===== config.mk =====
export PLATFORM = sky130hd
export DESIGN_NAME = assoc_tag_store_lru_fifo_top
export DESIGN_NICKNAME = d
export VERILOG_FILES = /design/src/atslf_pkg.sv /design/src/atslf_ctrl.sv /design/src/atslf_dp.sv /design/src/assoc_tag_store_lru_fifo_top.sv
export VERILOG_INCLUDE_DIRS = /design/src /design/src/src
export SDC_FILE = /design/constraint.sdc
export NUM_CORES = 2
export LEC_CHECK = 0
export BUFFER_PORTS_ARGS = -buffer_cell sky130_fd_sc_hd__buf_2
export CORE_UTILIZATION = 30
export CTS_BUF_LIST = sky130_fd_sc_hd__clkbuf_4 sky130_fd_sc_hd__clkbuf_8 sky130_fd_sc_hd__clkbuf_16
export DETAILED_ROUTE_END_ITERATION = 7
export PLACE_DENSITY_LB_ADDON = 0.3
export SLEW_MARGIN = 10
export SYNTH_ARGS = -nofsm -noshare
export SYNTH_HDL_FRONTEND = slang
export SYNTH_HIERARCHICAL = 1
export SYNTH_SLANG_ARGS = --single-unit

===== constraint.sdc =====
create_clock -name i_clk -period 11.5 [get_ports i_clk]
set_clock_uncertainty 0.2 [all_clocks]
set_input_delay 1.725 -clock i_clk [delete_from_list [all_inputs] [get_ports i_clk]]
set_output_delay 1.725 -clock i_clk [all_outputs]
set_load 0.05 [all_outputs]

===== src/assoc_tag_store_lru_fifo_top_defines.svh =====
// Assertion macros shared by the tag store top level.
`ifndef ASSOC_TAG_STORE_LRU_FIFO_TOP_DEFINES_SVH
`define ASSOC_TAG_STORE_LRU_FIFO_TOP_DEFINES_SVH

// Same-cycle implication, checked on every rising clock edge outside reset.
`define ATSLF_ASSERT_IMPL(label, ante, cons, msg) \
    label: assert property (@(posedge i_clk) disable iff (!i_rst_n) (ante) |-> (cons)) \
        else $error(msg);

// Next-cycle implication, checked on every rising clock edge outside reset.
`define ATSLF_ASSERT_NEXT(label, ante, cons, msg) \
    label: assert property (@(posedge i_clk) disable iff (!i_rst_n) (ante) |=> (cons)) \
        else $error(msg);

`endif


===== src/atslf_pkg.sv =====
package atslf_pkg;

    localparam int ADDR_W  = 42;
    localparam int OCC_W   = 7;
    localparam int CAP_W   = 7;
    localparam int CFG_DW  = 32;
    localparam int PADDR_W = 3;

    localparam logic [CAP_W-1:0] CAP_RESET = 7'd64;

    // Replacement policy codes.
    localparam logic POLICY_LRU  = 1'b0;
    localparam logic POLICY_FIFO = 1'b1;

    // Register index codes, taken from paddr[2].
    localparam logic REG_POLICY   = 1'b0;
    localparam logic REG_CAPACITY = 1'b1;

    // Sweep phase codes.
    localparam logic PH_SEARCH = 1'b0;
    localparam logic PH_UPDATE = 1'b1;

    typedef struct packed {
        logic sweep_start;
        logic sweep_phase;
        logic sweep_run;
        logic finish;
    } t_cmd;

    typedef struct packed {
        logic sweep_busy;
    } t_stat;

endpackage


===== src/atslf_ctrl.sv =====
module atslf_ctrl
    import atslf_pkg::*;
(
    input  logic  i_clk,
    input  logic  i_rst_n,
    input  logic  i_start,
    input  t_stat i_stat,
    output t_cmd  o_cmd,
    output logic  o_busy
);

    typedef enum logic [3:0] {
        S_IDLE = 4'b0001,
        S_SRCH = 4'b0010,
        S_UPD  = 4'b0100,
        S_FIN  = 4'b1000
    } t_state;

    t_state r_state, n_state;

    always_ff @(posedge i_clk) begin
        if (!i_rst_n) begin
            r_state <= S_IDLE;
        end else begin
            r_state <= n_state;
        end
    end

    always_comb begin
        n_state           = r_state;
        o_cmd.sweep_start = 1'b0;
        o_cmd.sweep_phase = PH_SEARCH;
        o_cmd.sweep_run   = 1'b0;
        o_cmd.finish      = 1'b0;
        case (r_state)
            S_IDLE: begin
                if (i_start) begin
                    o_cmd.sweep_start = 1'b1;
                    n_state           = S_SRCH;
                end
            end
            S_SRCH: begin
                o_cmd.sweep_run = 1'b1;
                if (!i_stat.sweep_busy) begin
                    o_cmd.sweep_start = 1'b1;
                    o_cmd.sweep_phase = PH_UPDATE;
                    n_state           = S_UPD;
                end
            end
            S_UPD: begin
                o_cmd.sweep_run = 1'b1;
                if (!i_stat.sweep_busy) begin
                    n_state = S_FIN;
                end
            end
            S_FIN: begin
                o_cmd.finish = 1'b1;
                n_state      = S_IDLE;
            end
            default: begin
                n_state = S_IDLE;
            end
        endcase
    end

    assign o_busy = (r_state != S_IDLE);

endmodule


===== src/atslf_dp.sv =====
module atslf_dp
    import atslf_pkg::*;
#(
    parameter int ENTRIES  = 64,
    parameter int TAG_BITS = 42
) (
    input  logic              i_clk,
    input  logic              i_rst_n,
    input  t_cmd              i_cmd,
    output t_stat             o_stat,
    input  logic [ADDR_W-1:0] i_block_addr,
    input  logic              i_policy,
    input  logic [CAP_W-1:0]  i_capacity,
    output logic              o_valid,
    output logic              o_hit,
    output logic [OCC_W-1:0]  o_occupancy
);

    localparam int IW = $clog2(ENTRIES);
    localparam int CW = $clog2(ENTRIES + 1);
    localparam int EW = (CW > CAP_W) ? CW : CAP_W;

    logic [TAG_BITS-1:0] mem_tag  [ENTRIES];
    logic [IW-1:0]       mem_rank [ENTRIES];

    logic [TAG_BITS-1:0] r_addr;
    logic [CW-1:0]       r_idx;
    logic                r_rd_vld;
    logic [IW-1:0]       r_rd_idx;
    logic                r_phase;
    logic [CW-1:0]       r_count;
    logic                r_hit;
    logic [IW-1:0]       r_hit_slot;
    logic [IW-1:0]       r_hit_rank;
    logic [IW-1:0]       r_vict_slot;
    logic [TAG_BITS-1:0] r_tag_q;
    logic [IW-1:0]       r_rank_q;
    logic                r_out_valid;
    logic                r_out_hit;
    logic [OCC_W-1:0]    r_out_occ;

    logic                issue;
    logic [EW-1:0]       cap_e;
    logic [EW-1:0]       cap_eff;
    logic                full;
    logic [IW-1:0]       target;
    logic [CW-1:0]       next_count;
    logic                rank_we;
    logic [IW-1:0]       rank_wa;
    logic [IW-1:0]       rank_wd;
    logic                tag_we;

    assign issue = i_cmd.sweep_run && (r_idx < r_count);
    assign o_stat.sweep_busy = (r_idx < r_count) || r_rd_vld;

    // Effective capacity is clamped to the range one to the entry count.
    always_comb begin
        cap_e = EW'(i_capacity);
        if (cap_e == '0) begin
            cap_eff = EW'(1);
        end else if (cap_e > EW'(ENTRIES)) begin
            cap_eff = EW'(ENTRIES);
        end else begin
            cap_eff = cap_e;
        end
    end

    assign full       = (EW'(r_count) >= cap_eff);
    assign target     = full ? r_vict_slot : r_count[IW-1:0];
    assign next_count = (r_hit || full) ? r_count : r_count + CW'(1);
    assign tag_we     = i_cmd.finish && !r_hit;

    always_comb begin
        rank_we = 1'b0;
        rank_wa = r_rd_idx;
        rank_wd = r_rank_q + IW'(1);
        if (i_cmd.finish) begin
            rank_we = !r_hit;
            rank_wa = target;
            rank_wd = '0;
        end else if (r_rd_vld && (r_phase == PH_UPDATE)) begin
            if (r_hit) begin
                if (i_policy == POLICY_LRU) begin
                    if (r_rd_idx == r_hit_slot) begin
                        rank_we = 1'b1;
                        rank_wd = '0;
                    end else if (r_rank_q < r_hit_rank) begin
                        rank_we = 1'b1;
                    end
                end
            end else if (!(full && (r_rd_idx == r_vict_slot))) begin
                rank_we = 1'b1;
            end
        end
    end

    always_ff @(posedge i_clk) begin
        if (tag_we) begin
            mem_tag[target] <= r_addr;
        end
        if (issue) begin
            r_tag_q <= mem_tag[r_idx[IW-1:0]];
        end
    end

    always_ff @(posedge i_clk) begin
        if (rank_we) begin
            mem_rank[rank_wa] <= rank_wd;
        end
        if (issue) begin
            r_rank_q <= mem_rank[r_idx[IW-1:0]];
        end
    end

    always_ff @(posedge i_clk) begin
        if (!i_rst_n) begin
            r_idx       <= '0;
            r_rd_vld    <= 1'b0;
            r_phase     <= PH_SEARCH;
            r_count     <= '0;
            r_hit       <= 1'b0;
            r_out_valid <= 1'b0;
        end else begin
            r_rd_vld    <= issue;
            r_out_valid <= i_cmd.finish;
            if (i_cmd.sweep_start) begin
                r_idx   <= '0;
                r_phase <= i_cmd.sweep_phase;
                if (i_cmd.sweep_phase == PH_SEARCH) begin
                    r_hit <= 1'b0;
                end
            end else if (issue) begin
                r_idx <= r_idx + CW'(1);
            end
            if (r_rd_vld && (r_phase == PH_SEARCH) && !r_hit && (r_tag_q == r_addr)) begin
                r_hit <= 1'b1;
            end
            if (i_cmd.finish) begin
                r_count <= next_count;
            end
        end
    end

    always_ff @(posedge i_clk) begin
        if (i_cmd.sweep_start && (i_cmd.sweep_phase == PH_SEARCH)) begin
            r_addr <= TAG_BITS'(i_block_addr);
        end
        if (issue) begin
            r_rd_idx <= r_idx[IW-1:0];
        end
        if (r_rd_vld && (r_phase == PH_SEARCH)) begin
            if (!r_hit && (r_tag_q == r_addr)) begin
                r_hit_slot <= r_rd_idx;
                r_hit_rank <= r_rank_q;
            end
            // The oldest valid entry holds the highest rank, occupancy minus one.
            if (r_rank_q == IW'(r_count - CW'(1))) begin
                r_vict_slot <= r_rd_idx;
            end
        end
        if (i_cmd.finish) begin
            r_out_hit <= r_hit;
            r_out_occ <= OCC_W'(next_count);
        end
    end

    assign o_valid     = r_out_valid;
    assign o_hit       = r_out_hit;
    assign o_occupancy = r_out_occ;

endmodule


===== src/assoc_tag_store_lru_fifo_top.sv =====
// Fully associative tag store with least recently used or first in first out
// replacement. A request is accepted on a rising edge where start is high and
// busy is low; i_block_addr is sampled on that edge. The block then sweeps its
// valid entries twice through the tag and rank memories, once to find a hit and
// the victim and once to age the recency ranks, and on a miss finally writes the new tag.
// After both sweeps, o_valid pulses for one cycle, carrying o_hit and
// o_occupancy. The single read port of each memory limits each sweep to one
// entry per cycle. busy drops in the cycle the result is shown, so the next
// request can be taken in that same cycle. The receiver has no way to hold a
// result off: each result is valid for exactly that one cycle. Synchronous
// active-low reset empties the store, selects least recently used and sets
// the capacity to 64; no clearing pass is needed since the valid entries
// always occupy the lowest slots. The APB port holds the policy at byte
// address 0 and the capacity at byte address 4; the user must make writes only
// while the block is idle, and the block itself does not enforce this.
`include "assoc_tag_store_lru_fifo_top_defines.svh"

module assoc_tag_store_lru_fifo_top
    import atslf_pkg::*;
#(
    parameter int ENTRIES  = 64,
    parameter int TAG_BITS = 42
) (
    input  logic               i_clk,
    input  logic               i_rst_n,
    // Request channel.
    input  logic               start,
    output logic               busy,
    input  logic [ADDR_W-1:0]  i_block_addr,
    // Result channel.
    output logic               o_valid,
    output logic               o_hit,
    output logic [OCC_W-1:0]   o_occupancy,
    // Configuration port.
    input  logic               psel,
    input  logic               penable,
    input  logic               pwrite,
    input  logic [PADDR_W-1:0] paddr,
    input  logic [CFG_DW-1:0]  pwdata,
    output logic [CFG_DW-1:0]  prdata,
    output logic               pready
);

    logic             r_policy;
    logic [CAP_W-1:0] r_capacity;
    logic             cfg_wr;
    logic             start_acc;
    t_cmd             cmd;
    t_stat            stat;

    assign pready    = 1'b1;
    assign cfg_wr    = psel && penable && pwrite && pready;
    assign start_acc = start && !busy;

    // The register index is taken from address bit two; the byte offset is ignored.
    always_ff @(posedge i_clk) begin
        if (!i_rst_n) begin
            r_policy   <= POLICY_LRU;
            r_capacity <= CAP_RESET;
        end else if (cfg_wr) begin
            case (paddr[2])
                REG_POLICY:   r_policy   <= pwdata[0];
                REG_CAPACITY: r_capacity <= pwdata[CAP_W-1:0];
                default: begin
                end
            endcase
        end
    end

    always_comb begin
        case (paddr[2])
            REG_POLICY:   prdata = {{(CFG_DW-1){1'b0}}, r_policy};
            REG_CAPACITY: prdata = {{(CFG_DW-CAP_W){1'b0}}, r_capacity};
            default:      prdata = '0;
        endcase
    end

    // The controller sequences the search sweep, the rank update sweep and the
    // final tag write; the datapath owns the memories and the occupancy count.
    atslf_ctrl u_ctrl (
        .i_clk   (i_clk),
        .i_rst_n (i_rst_n),
        .i_start (start),
        .i_stat  (stat),
        .o_cmd   (cmd),
        .o_busy  (busy)
    );

    atslf_dp #(
        .ENTRIES  (ENTRIES),
        .TAG_BITS (TAG_BITS)
    ) u_dp (
        .i_clk        (i_clk),
        .i_rst_n      (i_rst_n),
        .i_cmd        (cmd),
        .o_stat       (stat),
        .i_block_addr (i_block_addr),
        .i_policy     (r_policy),
        .i_capacity   (r_capacity),
        .o_valid      (o_valid),
        .o_hit        (o_hit),
        .o_occupancy  (o_occupancy)
    );

    // An accepted request always makes the block busy on the next cycle.
    `ATSLF_ASSERT_NEXT(a_busy_after_start, start_acc, busy, "request accepted but block not busy")
    // A result is shown only while the controller is back in idle.
    `ATSLF_ASSERT_IMPL(a_result_when_idle, o_valid, !busy, "result strobe while block busy")
    // Every request produces a single one-cycle strobe.
    `ATSLF_ASSERT_NEXT(a_single_strobe, o_valid, !o_valid, "result strobe held for two cycles")
    // A hit never changes the number of valid entries.
    `ATSLF_ASSERT_IMPL(a_hit_keeps_occ, o_valid && o_hit, o_occupancy == $past(o_occupancy), "occupancy changed on a hit")

endmodule

==> out/metrics.yaml <==
outcome:
  status: "completed"
route:
  drcViolationCount: 0
  firstDrtPassIters: 5
  drt-total-wl_um: 352000
  drtAntennaViolNets: 0
  vias: 60600
  routedWlPerCell_um: 30.1
  viasPerCell: 5.19
  drt_iter0_drc: 7207
worst_setup_path:
  critPathTopFamily: "simple AND/OR/NAND/NOR gates"
  crit_arrival_ns: 6.46
  end_kind: "flip-flop"
  r2r_slack_ns: 5.38
  cpPeakStageDelay_ns: 0.89
  required_ns: 11.83
  crit_path_cell_trace: "inv_1 -> ha_1 -> nand2b_1 -> a211o_1 -> a221o_1 -> buf_4 -> mux2i_1 -> nand3_1 -> nor2_4 -> buf_4"
  cp.depth: 10
  critPathLaunch: "u_dp/r_count[0]"
  crit_slowest_cell: "nor2_4"
  worst-path-max-fanout: 31
  crit_type: "reg -> reg"
  reg2reg_depth: 10
  r2r-start: "u_dp/r_count[0]"
  setup.worst_path.start_class: "flip-flop"
  crit_buf_inv: 3
  crit_top_cell: "buf_4"
pwr:
  p_switching_mw: 4.92
  intPower_mw: 19.2
  power.leakage_nw: 42.6
  p_sw_share_pct: 20.4
  ir_drop_mv: 0.122
  p_clk_share_pct: 44.8
  power_density_nw_per_um2: 168
  seqPwrFrac_pct: 53.8
  comb_power_share_pct: 1.3
cells_and_area:
  seqCellArea_um2: 96500
  area_growth_pct: 15.1
  drive_above_1_share_pct: 29.4
  fill_cells: 38200
  multi_input_area_um2: 27500
  num-nets-final: 6029
cts:
  cts_made_buffers: 338
  cts_sinks: 3224
  h-tree-depth: 5
  cts_max_path_buffers: 4
  insertion_delay_ns: 0.93
  cts_tree: "yes"
  cts-root-buf: "clkbuf_16"
  ctsHoldBuffers: 0
  post_cts.repair.setup_buffers: 0
  path_clk_slew_ns: 0.06
  cts_resized: 0
timing:
  setup_tns_ns: 0
  hold_slack_ns: 0.286
  setup_viol: 0
  drv_slew: 0
  fin_crit_sh_pct: 53.3
  fin_crit_ns: 6.12
  worstMarginPinSlew_ns: 1.31
  hold_viol: 0
  fmaxAchievable_ghz: 0.163
  rsz0062_at_grt: "false"
  slew_headroom_pct: 12.8
floorplan:
  core_um2: 414000
  die_y_um: 648
  start_util_pct: 30.2
  rows: 236
  dieArea_um2: 419000
  num_io_pins: 126
  fp.dieW_um: 648
min_path:
  worstHoldStart: "r_capacity[0]"
  hold_depth: 2
  min_path_type: "reg -> reg"
synth:
  seq_area_frac_synth_pct: 77.2
  synthArstFlopShare_pct: 0
  yosys_register_bits: 3224
  syn_area_um2: 125000
  netlist_instances: 5598
  synth_edf_count: 3194
  ys_warn_count: 6
  ys_types: 76
  avgSynthCellArea_um2: 22.3
  ys.flop_type: "edfxtp_1"
global_route:
  grt_overflow: 0
  antenna_found_initial: 14
  grt_pass1_vias: 61300
  track_usage_pct: 16.5
  grt_pass1_wl_um: 487000
  grt_max_degree: 122
placed_design:
  dpl.hpwl_um: 193000
  place_congestion: 0.786
  place.port_buffers: 72
run:
  max_cap_viol_count: 0
## cells in the final DEF, fill, tap and decap left out, types with 11 or more instances in the layout
cell type	Yosys	final
nand4_1	11	11
edfxtp_1	3194	3194
buf_2	89	72
a211oi_1	71	71
conb_1	2	26
nor3_1	43	42
xor2_1	44	44
ha_1	22	22
a21oi_1	81	80
o21ai_0	29	29
buf_4	75	204
nor2_4	0	70
o22ai_1	31	31
nor2b_1	63	59
nand2b_1	22	21
a22oi_1	30	30
clkbuf_16	0	343
nand2_1	129	128
inv_1	17	16
clkinv_1	1	78
nor4_1	14	14
nand3_1	39	39
clkbuf_4	0	73
bufinv_16	0	23
nand3b_1	11	11
mux2_2	28	28
xnor2_1	35	35
dfxtp_1	30	24
nor2_1	199	128
mux2i_1	151	151
clkinv_2	0	63
mux4_2	840	840
and2_1	16	15
## metal layers
layer / vias up / global-route usage, % / routed length [um]
met5: - / 0 / 0
met4: 0 / 4.17 / 9260
met3: 507 / 3.15 / 27100
met2: 2411 / 26.1 / 165000
met1: 33400 / 23.2 / 150000
li1: 24300 / - / -
## worst paths after layout
check                        end
min reg2reg        r_capacity[0]
max reg2reg  u_dp/mem_tag[4][30]
max          u_dp/mem_tag[4][30]
min                r_capacity[0]
## state kept, by name, summed over array words and instances, names as in the netlist, 7 cells and up
register and flops:
u_dp/mem_tag 2688, u_dp/mem_rank 384, u_dp/r_addr 42, u_dp/r_tag_q 42, r_capacity 7, u_dp/o_occupancy 7
u_dp/r_count 7, u_dp/r_idx 7
## synthesized netlist by cell type, types with 31 or more instances
cell / number / share of area, %
a21oi_1: 81 / 0.32
xor2_1: 44 / 0.31
nor2b_1: 63 / 0.32
a211oi_1: 71 / 0.43
nor3_1: 43 / 0.17
clkbuf_1: 112 / 0.34
nor2_1: 199 / 0.60
buf_1: 35 / 0.11
nand3_1: 39 / 0.16
buf_4: 75 / 0.45
nand2_1: 129 / 0.39
o22ai_1: 31 / 0.16
xnor2_1: 35 / 0.25
mux4_2: 840 / 15
edfxtp_1: 3194 / 77
buf_2: 89 / 0.36
mux2i_1: 151 / 1.2
## through the flow
step           std cells  utilization (%)  setup WS, ns  area [um2]  total power, mW
2_1_floorplan       5622                -          6.28      125000             13.4
3_3_place_gp       11100             32.1          5.43      133000             13.5
3_5_place_dp       11100             32.1          5.45      133000             13.6
4_1_cts            11700             34.8          5.44      144000             24.3
5_1_grt            11700             34.8          5.19      144000             24.8
6_report           11700             34.8          5.38      144000             24.1
## cell families after synthesis
logic type               synth area share (%)
flip-flops                               77.2
multiplexers                             16.6
AND/OR/NAND/NOR                          2.29
buffers and inverters                    1.40
AO/OA/AOI/OAI                            1.72
XOR/XNOR                                0.553
adder cells (fa/ha/maj)                 0.220
other                                 0.00601
## layout make-up
cell class	count	area share, %
well taps	5474	4.76
clock buffers	417	6.35
repair buffers	284	1.43
clock inverters	196	1.24
flip-flops and latches	3224	67.1
multi-input cells	2058	19.1
diodes	2	0.00348
inverters	18	0.0522
## tightest hold or removal path, stage by stage, from the launching register on
cell and delay, ns:
dfxtp_1 0.32, nand2_1 0.06, mux2i_1 0.06
## power by group through the flow
stage	logic [mW]	registers, mW	clock network (mW)
final	0.325	13.0	10.8
after global routing	0.347	13.0	11.5
after CTS	0.324	13.0	11.0
after detailed placement	0.325	13.2	0
after global placement	0.302	13.2	0
after floorplan	0.0554	13.3	0
Note: power is estimated with default switching activity, not from simulation.
